[src/hdl/cdts_pkg.sv]
// Shared opcodes, status codes and field widths for the connection deadline timer set.
package cdts_pkg;

  localparam int SlotCount = 3;
  localparam int UserSlot  = 2;

  typedef logic [2:0]  opcode_t;
  typedef logic [1:0]  status_t;
  typedef logic [1:0]  fired_t;
  typedef logic [31:0] tick_t;
  typedef logic [30:0] msec_t;

  localparam opcode_t OP_ARM_DELAY    = 3'd0;
  localparam opcode_t OP_CANCEL_DELAY = 3'd1;
  localparam opcode_t OP_SET_USER     = 3'd2;
  localparam opcode_t OP_ADD_USER     = 3'd3;
  localparam opcode_t OP_MIN_USER     = 3'd4;
  localparam opcode_t OP_MAX_USER     = 3'd5;
  localparam opcode_t OP_CANCEL_USER  = 3'd6;
  localparam opcode_t OP_POP          = 3'd7;

  localparam status_t ST_DONE      = 2'd0;
  localparam status_t ST_UNCHANGED = 2'd1;
  localparam status_t ST_INVALID   = 2'd2;

  localparam fired_t FIRED_NONE  = 2'd0;
  localparam fired_t FIRED_READ  = 2'd1;
  localparam fired_t FIRED_WRITE = 2'd2;
  localparam fired_t FIRED_USER  = 2'd3;

endpackage

[src/hdl/connection_deadline_timer_set.sv]
// Top level: three wrap-around deadline timers run by a sequencer around one shared adder.
//
// Each transfer is accepted in idle and then steps through an opcode step, a check
// step for min and max, a pop step per slot examined (stopping at the first expired
// slot), a scan step per slot and a finish step. All arithmetic goes through a single
// 32-bit adder/subtractor: the opcode step applies the opcode, the scan steps find the
// earliest armed deadline, and the finish step forms the remaining time. A finished
// result sits in the output register while the next transfer is taken.
module connection_deadline_timer_set (
  input  logic        clk,
  input  logic        rst,
  input  logic        s_tvalid,
  output logic        s_tready,
  input  logic [63:0] s_tdata,   // msec[30:0], now[62:31], zero[63]
  input  logic [3:0]  s_tuser,   // opcode[2:0], slot[3]
  output logic        m_tvalid,
  input  logic        m_tready,
  output logic [39:0] m_tdata    // status[1:0], fired[3:2], any_armed[4],
                                 // timeout_ms[35:5], armed_mask[38:36], zero[39]
);

  localparam logic [2:0] S_IDLE = 3'd0;
  localparam logic [2:0] S_OP   = 3'd1;
  localparam logic [2:0] S_CHK  = 3'd2;
  localparam logic [2:0] S_POP  = 3'd3;
  localparam logic [2:0] S_SCAN = 3'd4;
  localparam logic [2:0] S_FIN  = 3'd5;

  localparam logic [1:0] LastIdx = 2'(cdts_pkg::SlotCount - 1);
  localparam logic [1:0] UserIdx = 2'(cdts_pkg::UserSlot);

  logic [2:0]           state;
  cdts_pkg::opcode_t    opcode;
  logic                 slot;
  cdts_pkg::msec_t      msec;
  cdts_pkg::tick_t      now;
  cdts_pkg::tick_t      dl [cdts_pkg::SlotCount];
  logic [2:0]           armed;
  logic [1:0]           idx;
  logic                 have;
  cdts_pkg::tick_t      earliest;
  cdts_pkg::tick_t      diff;
  cdts_pkg::status_t    status;
  cdts_pkg::fired_t     fired;

  cdts_pkg::tick_t      alu_a;
  cdts_pkg::tick_t      alu_b;
  logic                 alu_sub;
  cdts_pkg::tick_t      alu_res;
  cdts_pkg::tick_t      user_val;
  logic                 declined;
  logic                 out_free;
  cdts_pkg::msec_t      timeout;

  assign s_tready = (state == S_IDLE);
  assign out_free = !m_tvalid || m_tready;

  always_comb begin
    alu_a   = now;
    alu_b   = {1'b0, msec};
    alu_sub = 1'b0;
    case (state)
      S_OP: begin
        if (opcode == cdts_pkg::OP_ADD_USER) begin
          alu_a = dl[UserIdx];
        end else if (opcode == cdts_pkg::OP_MIN_USER || opcode == cdts_pkg::OP_MAX_USER) begin
          alu_a   = dl[UserIdx];
          alu_b   = now;
          alu_sub = 1'b1;
        end
      end
      S_POP: begin
        alu_a   = dl[idx];
        alu_b   = now;
        alu_sub = 1'b1;
      end
      S_SCAN: begin
        alu_a   = dl[idx];
        alu_b   = earliest;
        alu_sub = 1'b1;
      end
      S_FIN: begin
        alu_a   = earliest;
        alu_b   = now;
        alu_sub = 1'b1;
      end
      default: begin
        alu_sub = 1'b0;
      end
    endcase
    alu_res  = alu_sub ? (alu_a - alu_b) : (alu_a + alu_b);
    user_val = (alu_res == '0) ? 32'd1 : alu_res;
    timeout  = (have && !alu_res[31]) ? alu_res[30:0] : '0;
  end

  always_comb begin
    if (opcode == cdts_pkg::OP_MIN_USER) begin
      declined = armed[UserIdx] && (diff[31] || diff[30:0] <= msec);
    end else begin
      declined = armed[UserIdx] && !diff[31] && (diff[30:0] >= msec);
    end
  end

  always_ff @(posedge clk) begin
    if (rst) begin
      state    <= S_IDLE;
      armed    <= '0;
      dl       <= '{default: '0};
      m_tvalid <= 1'b0;
      idx      <= '0;
      have     <= 1'b0;
      status   <= cdts_pkg::ST_DONE;
      fired    <= cdts_pkg::FIRED_NONE;
    end else begin
      case (state)
        S_IDLE: begin
          if (s_tvalid) begin
            opcode <= s_tuser[2:0];
            slot   <= s_tuser[3];
            msec   <= s_tdata[30:0];
            now    <= s_tdata[62:31];
            status <= cdts_pkg::ST_DONE;
            fired  <= cdts_pkg::FIRED_NONE;
            idx    <= '0;
            have   <= 1'b0;
            state  <= S_OP;
          end
        end
        S_OP: begin
          case (opcode)
            cdts_pkg::OP_ARM_DELAY: begin
              dl[{1'b0, slot}]    <= alu_res;
              armed[{1'b0, slot}] <= 1'b1;
              state               <= S_SCAN;
            end
            cdts_pkg::OP_CANCEL_DELAY: begin
              armed[{1'b0, slot}] <= 1'b0;
              state               <= S_SCAN;
            end
            cdts_pkg::OP_SET_USER, cdts_pkg::OP_ADD_USER: begin
              dl[UserIdx]    <= user_val;
              armed[UserIdx] <= 1'b1;
              state          <= S_SCAN;
            end
            cdts_pkg::OP_MIN_USER, cdts_pkg::OP_MAX_USER: begin
              diff  <= alu_res;
              state <= S_CHK;
            end
            cdts_pkg::OP_CANCEL_USER: begin
              if (armed[UserIdx]) begin
                armed[UserIdx] <= 1'b0;
                dl[UserIdx]    <= '0;
              end
              state <= S_SCAN;
            end
            default: begin
              state <= S_POP;
            end
          endcase
        end
        S_CHK: begin
          if (declined) begin
            status <= cdts_pkg::ST_UNCHANGED;
          end else begin
            dl[UserIdx]    <= user_val;
            armed[UserIdx] <= 1'b1;
          end
          state <= S_SCAN;
        end
        S_POP: begin
          if (armed[idx] && (alu_res[31] || alu_res == '0)) begin
            armed[idx] <= 1'b0;
            case (idx)
              2'd0:    fired <= cdts_pkg::FIRED_READ;
              2'd1:    fired <= cdts_pkg::FIRED_WRITE;
              default: fired <= cdts_pkg::FIRED_USER;
            endcase
            idx   <= '0;
            state <= S_SCAN;
          end else if (idx == LastIdx) begin
            idx   <= '0;
            state <= S_SCAN;
          end else begin
            idx <= idx + 2'd1;
          end
        end
        S_SCAN: begin
          if (armed[idx] && (!have || alu_res[31])) begin
            earliest <= dl[idx];
            have     <= 1'b1;
          end
          if (idx == LastIdx) begin
            state <= S_FIN;
          end else begin
            idx <= idx + 2'd1;
          end
        end
        S_FIN: begin
          if (out_free) begin
            m_tvalid <= 1'b1;
            m_tdata  <= {1'b0, armed, timeout, (armed != '0), fired, status};
            state    <= S_IDLE;
          end
        end
        default: begin
          state <= S_IDLE;
        end
      endcase
      if (m_tvalid && m_tready && !(state == S_FIN)) begin
        m_tvalid <= 1'b0;
      end
    end
  end

endmodule

[config.mk]
export PLATFORM = sky130hd
export DESIGN_NAME = connection_deadline_timer_set
export DESIGN_NICKNAME = d
export VERILOG_FILES = /design/src/hdl/cdts_pkg.sv /design/src/hdl/connection_deadline_timer_set.sv
export SDC_FILE = /design/constraint.sdc
export NUM_CORES = 1
export LEC_CHECK = 0
export ABC_AREA = 0
export BUFFER_PORTS_ARGS = -buffer_cell sky130_fd_sc_hd__clkbuf_2
export CORE_MARGIN = 2
export CORE_UTILIZATION = 60
export DETAILED_ROUTE_END_ITERATION = 7
export GPL_TIMING_DRIVEN = 0
export PLACE_DENSITY = 0.8
export SLEW_MARGIN = 20
export SYNTH_ARGS = -nofsm -noshare
export SYNTH_HDL_FRONTEND = slang
export SYNTH_SLANG_ARGS = --single-unit
export TNS_END_PERCENT = 10
[constraint.sdc]
create_clock -name clk -period 17.7 [get_ports clk]
set_clock_uncertainty 0.1 [all_clocks]
set_input_delay 0.885 -clock clk [delete_from_list [all_inputs] [get_ports clk]]
set_output_delay 0.885 -clock clk [all_outputs]
set_load 0.1 [all_outputs]
Yosys cells after proc, flatten, opt, wreduce, memory -nomap -nowiden
Index checks and enable logic that the tools add are counted.
{ "classes": {"n_eq_ne": 26, "bitwise_logic": 8, "n_reduce_logical": 54, "order_cmp": 9, "n_mux": 54, "n_addsub": 3} }
{ "op_table": {"columns": ["op", "count"], "rows": [
  ["32-bit two-way mux", 11],
  ["32-bit one-hot mux with 3 select lines", 3],
  ["96-bit bitwise mux", 1],
  ["32-bit binary-select mux with 2-bit select", 1],
  ["32-bit demux with 2-bit select", 1],
  ["32-bit one-hot mux with 2 select lines", 1],
  ["32-bit adder", 1],
  ["32-bit logical NOT", 1],
  ["32-bit subtractor", 1],
  ["31-bit >= comparator", 1],
  ["31-bit <= comparator", 1],
  ["3-bit AND reduction", 9],
  ["2-bit one-hot mux with 2 select lines", 5],
  ["3-bit two-way mux", 6],
  ["3-bit one-hot mux with 6 select lines", 1],
  ["2-bit != test, second input constant", 8],
  ["3-bit equality test, second input constant", 5],
  ["3-bit by 2-bit equality test with 1-bit output, second input constant", 4],
  ["2-bit two-way mux", 6],
  ["4-bit AND reduction", 3],
  ["1-bit logical AND", 11],
  ["2-bit nonzero test", 5],
  ["2-bit OR reduction", 5],
  ["1-bit two-way mux", 9],
  ["other kinds (36)", 54]
]} }
{ "totals": {"word_cells": 173, "out_inout_bits": 42, "ff_bits": 280, "input_bits": 72} }

Longest topological paths before layout
{ "logic_depth": {"word_depth": 12, "mapped_depth": 26, "mapped_depth_nobuf": 23} }

Least setup slack after synthesis
No wires, ideal clock.
{ "synth_path": {"kind": "register -> register", "from": "register opcode[2]", "to": "register earliest[0] (enable)", "t_required_ns": 17.005, "path_stages_with_launch": 22, "path_buffers": 2, "setup_ns": 0.595, "arrival_time_ns": 10.459, "synth_period_minus_slack_ns": 11.154, "setup_slack_ns": 6.546, "cell_sequence": "edfxtp_1 buf_4 nor2b_4 o211a_1 buf_2 a222oi_1 nand4_2 nand2b_1 or4_1 nor2_1 and3_1 a21oi_1 xor2_1 ha_1 and4_1 nand2_1 or3_1 o221a_2 o21a_1 o21ai_0 xor2_4 a2111oi_0"} }
{ "synth_between": {"elab_chain_cells": 10, "elab_cells_between_ends": 19, "cone_classes": "2 x add/sub; 3 x eq/ne; 10 x mux; 4 x reduce/logical"} }
{ "synth_rtl": {"columns": ["item", "line_no", "text"], "rows": [
  ["start, declared", "connection_deadline_timer_set.sv:33", "cdts_pkg::opcode_t opcode;"],
  ["start signal, assigned", "connection_deadline_timer_set.sv:118", "opcode <= s_tuser[2:0];"],
  ["3-bit equality test", "connection_deadline_timer_set.sv:66", "end else if (opcode == cdts_pkg::OP_MIN_USER || opcode == cdts_pkg::OP_MAX_USER) begin"],
  ["1-bit logical OR", "connection_deadline_timer_set.sv:66", null],
  ["32-bit two-way mux", "connection_deadline_timer_set.sv:66", null],
  ["32-bit two-way mux", "connection_deadline_timer_set.sv:64", "if (opcode == cdts_pkg::OP_ADD_USER) begin"],
  ["32-bit one-hot mux with 3 select lines", "connection_deadline_timer_set.sv:62", "case (state)"],
  ["32-bit adder or 32-bit subtractor (tied branches)", "connection_deadline_timer_set.sv:91", "alu_res = alu_sub ? (alu_a - alu_b) : (alu_a + alu_b);"],
  ["32-bit two-way mux *", "connection_deadline_timer_set.sv:91", null],
  ["1-bit logical OR *", "connection_deadline_timer_set.sv:188", "if (armed[idx] && (!have || alu_res[31])) begin"],
  ["1-bit logical AND *", "connection_deadline_timer_set.sv:188", null],
  ["3-bit AND reduction (no line) *", null, null],
  ["end signal, assigned", "connection_deadline_timer_set.sv:189", "earliest <= dl[idx];"],
  ["end, declared", "connection_deadline_timer_set.sv:41", "cdts_pkg::tick_t earliest;"]
]} }
Every way passes the cells marked *; elsewhere a longest branch is shown, timed or not.
A chain may end at the register's enable or synchronous reset.

Worst setup path in the final report
{ "layout_path": {"from": "register opcode[1]", "to": "register earliest[14] (enable)"} }
The elaborated chain is that of the path after synthesis.

==> flow_summary.ini <==
[sta]
setup-tns-final_ns = 0
rsz0062_at_grt = false
whs_ns = 0.332
fmaxAchievable_mhz = 108
slew_viol_final = 0
finalSetupViolCount = 0
period_needed_ns = 9.28
tightestPinTransition_ns = 1.17
hold_violations = 0
slew_headroom_pct = 21.1
fin_crit_sh_pct = 52.4

[logic_synthesis]
synth_cells = 1518
synth_top_family_by_area = compound AO/OA/AOI/OAI gates
post-synth-top-area-cell = edfxtp_1
synth-edff-count = 169
yosys.area_share.simple_pct = 14.5
ys.flop_type = edfxtp_1
yosys-mux-area-fraction_pct = 2.72
yosysTopAreaCellShare_pct = 33.6
avgSynthCellArea_um2 = 9.94
synth_compound_area_share_pct = 22.0
synth_seq_cells = 278
yosys_warnings = 0
syn_area_um2 = 15100
synth.area.top_cells = edfxtp_1 34%, dfxtp_1 14%, ha_1 5.6%
synth.yosys.seq_area_share_pct = 48.1
synth_adder_area_share_pct = 5.77
async_flop_share_pct = 0
synthXorXnorAreaFrac_pct = 2.56
ys_types = 92

[die]
core_area_um2 = 25000
die-width_um = 163
pin_count = 114
start_util_pct = 60.5
die_h_um = 163
die_area_um2 = 26400
rows = 58

[power_and_ir_drop]
power_density_nw_per_um2 = 123
p_clk_share_pct = 29.6
ir_worst_vdd_uv = 84.7
swShare_pct = 38.8
pwr-share-comb_pct = 35.4
internal-power_w = 0.00129
p_switching_w = 0.000820
power_frac_seq_pct = 34.9
p_leak_nw = 6.52

[critical_path]
crit_required_ns = 17.87
end_kind = flip-flop
path_cells = buf_2 > nor2b_4 > o221ai_1 > clkbuf_1 > buf_1 > a222oi_1 > nand2b_1 > or4_1 > nor2_1 > and3_1 > a21oi_1 > xor2_1 > ha_1 > and4_1 > nand2_1 > or3_1 > o221a_2 > o21a_1 > o21ai_0 > xor2_4 > a2111oi_2 > buf_2 > buf_2 > buf_2
critPathBufInv = 6
r2r_start = opcode[1]
criticalPathCategory = flip-flop to flip-flop
rr_worst_depth = 24
reg2reg_to = earliest[14]
arrival_ns = 9.45
crit_top_cell = buf_2
critPathCapture = earliest[14]
path_max_fanout = 10
startpoint_type = flip-flop
crit_start = opcode[1]
slowest_delay_ns = 0.83
r2r_slack_ns = 8.42
path_depth = 24
crit_family = compound AO/OA/AOI/OAI gates
slowest_stage = a2111oi_2

[global_route]
grt_use_total_pct = 38.7
grt_max_degree = 16
first_global_vias = 13100
antenna_found_initial = 1
grt_pass1_wl_mm = 76.9
overflow = 0

[hold_path]
min_path_type = flip-flop to flip-flop
worstHoldStart = fired[1]

[route]
drcViolationCount = 0
ant_nets = 0
drt_iter0_markers = 2035
wl_met1_mm = 19.1
top_layer = met5
wirelength_mm = 51.5
met3_wirelength_mm = 6.40
wl_per_cell_um = 25.3
drtPass1Iterations = 7
detail_route.vias_per_cell = 6.80
met2WireLength_mm = 22.6
dr_total_vias = 13800

[clock_tree]
cts_root_buffer = clkbuf_16
cts.clk_slew.worst_paths_ns = 0.06
hold_buffers = 0
cts_setup_buffers = 0
postCtsResizedCells = 0
htree_num_levels = 1
cts_num_sinks = 278
numCtsBuffers = 29
cts.path.max_buffers = 3
cts_tree = built
clkLatencyLatePin_ns = 0.57

[layout]
multi_input_area_um2 = 7220
syn2layout_area_growth_pct = 14.1
final_area_um2 = 17200
fill_cells = 1961
nets = 1822
ff_latch_area_um2 = 7260
drive_gt1_share_pct = 13.7
antenna_cells = 0

[place]
placed_cell_area_um2 = 16200
place.gp.congestion = 1.00
dp_hpwl_mm = 37.7
portBuffers = 110

[status]
status = complete, no violations

[run]
maxCapViolations = 0
## cells in the mapped netlist, drive strengths merged (6+ instances only)
cell / instances
a211oi: 24
a21o: 22
a21oi: 134
a221o: 33
a222oi: 26
a22o: 57
a31oi: 12
and3: 16
buf: 18
clkbuf: 75
dfxtp: 109
edfxtp: 169
ha: 68
inv: 73
mux2i: 41
nand2: 184
nand2b: 9
nand3: 19
nand4: 17
nor2: 107
nor2b: 10
nor3: 28
nor3b: 6
nor4: 8
o211ai: 8
o21a: 11
o21ai: 68
o22ai: 6
o31ai: 6
or2: 6
or3: 14
or4: 6
xnor2: 16
xor2: 26
## flip-flops by register name, summed over array words and instances, names as in the netlist, 3 cells and up, named ones only
signal / flops
m_tdata: 38
state: 3
earliest: 32
dl: 96
opcode: 3
diff: 32
now: 32
msec: 31
## metal layers
metal	global-route usage [%]	up-vias
met5	0	-
met4	21.4	2
met3	9.40	238
li1	-	6063
met2	59.8	1000
met1	50.3	6530
## per-stage QoR
stage                     setup WS, ns  utilization (%)  total power, W  cells
after floorplan                   6.55                -         0.00121   1519
after global placement            1.26             64.3         0.00145   1959
after global routing              8.20             69.0         0.00217   2034
after detailed placement          8.53             65.1         0.00146   1980
after CTS                         8.46             68.9         0.00208   2034
final                             8.42             69.0         0.00211   2034
## worst min-delay path by stage
| stage | slack, ns | end | depth (start not counted) |
|---|---|---|---|
| finish | 0.33 | m_tdata[3] | 0 |
| floorplan | 0.31 | m_tdata[2] | 0 |
| global placement | 0.31 | m_tdata[0] | 0 |
| global route | 0.35 | m_tdata[3] | 0 |
| detailed placement | 0.32 | m_tdata[3] | 0 |
| CTS | 0.34 | m_tdata[0] | 0 |
## layout make-up
| cell class | instances | area share [%] |
|---|---|---|
| Clock buffer | 35 | 4.46 |
| Inverter | 73 | 1.59 |
| Buffer | 93 | 2.21 |
| Clock inverter | 19 | 1.12 |
| Timing Repair Buffer | 131 | 4.11 |
| Tap cell | 330 | 2.40 |
| Sequential cell | 278 | 42.2 |
| Multi-Input combinational cell | 1075 | 42.0 |
## cell usage in the layout (no fill, tap or decap), types with 33 or more instances in the layout
| cell | n |
|---|---|
| edfxtp_1 | 169 |
| mux2i_1 | 41 |
| inv_1 | 72 |
| dfxtp_1 | 109 |
| nor2_1 | 107 |
| nand2_1 | 184 |
| o21ai_0 | 64 |
| ha_1 | 68 |
| clkbuf_1 | 79 |
| clkbuf_2 | 110 |
| a221o_1 | 33 |
| a21oi_1 | 132 |
| a22o_1 | 57 |
## power by group through the flow
stage	sequential (W)	clock (W)	combinational, W
detailed placement	0.000750	0	0.000710
floorplan	0.000752	0	0.000460
finish	0.000738	0.000625	0.000748
global placement	0.000754	0	0.000694
CTS	0.000737	0.000622	0.000717
global route	0.000738	0.000649	0.000786
## logic make-up after synthesis
group	after synthesis
AO/OA/AOI/OAI	464
other	1
multiplexers	41
XOR/XNOR	42
adder cells (fa/ha/maj)	69
AND/OR/NAND/NOR	457
flip-flops	278
buffers and inverters	166
(Power assumes the default switching activity.)
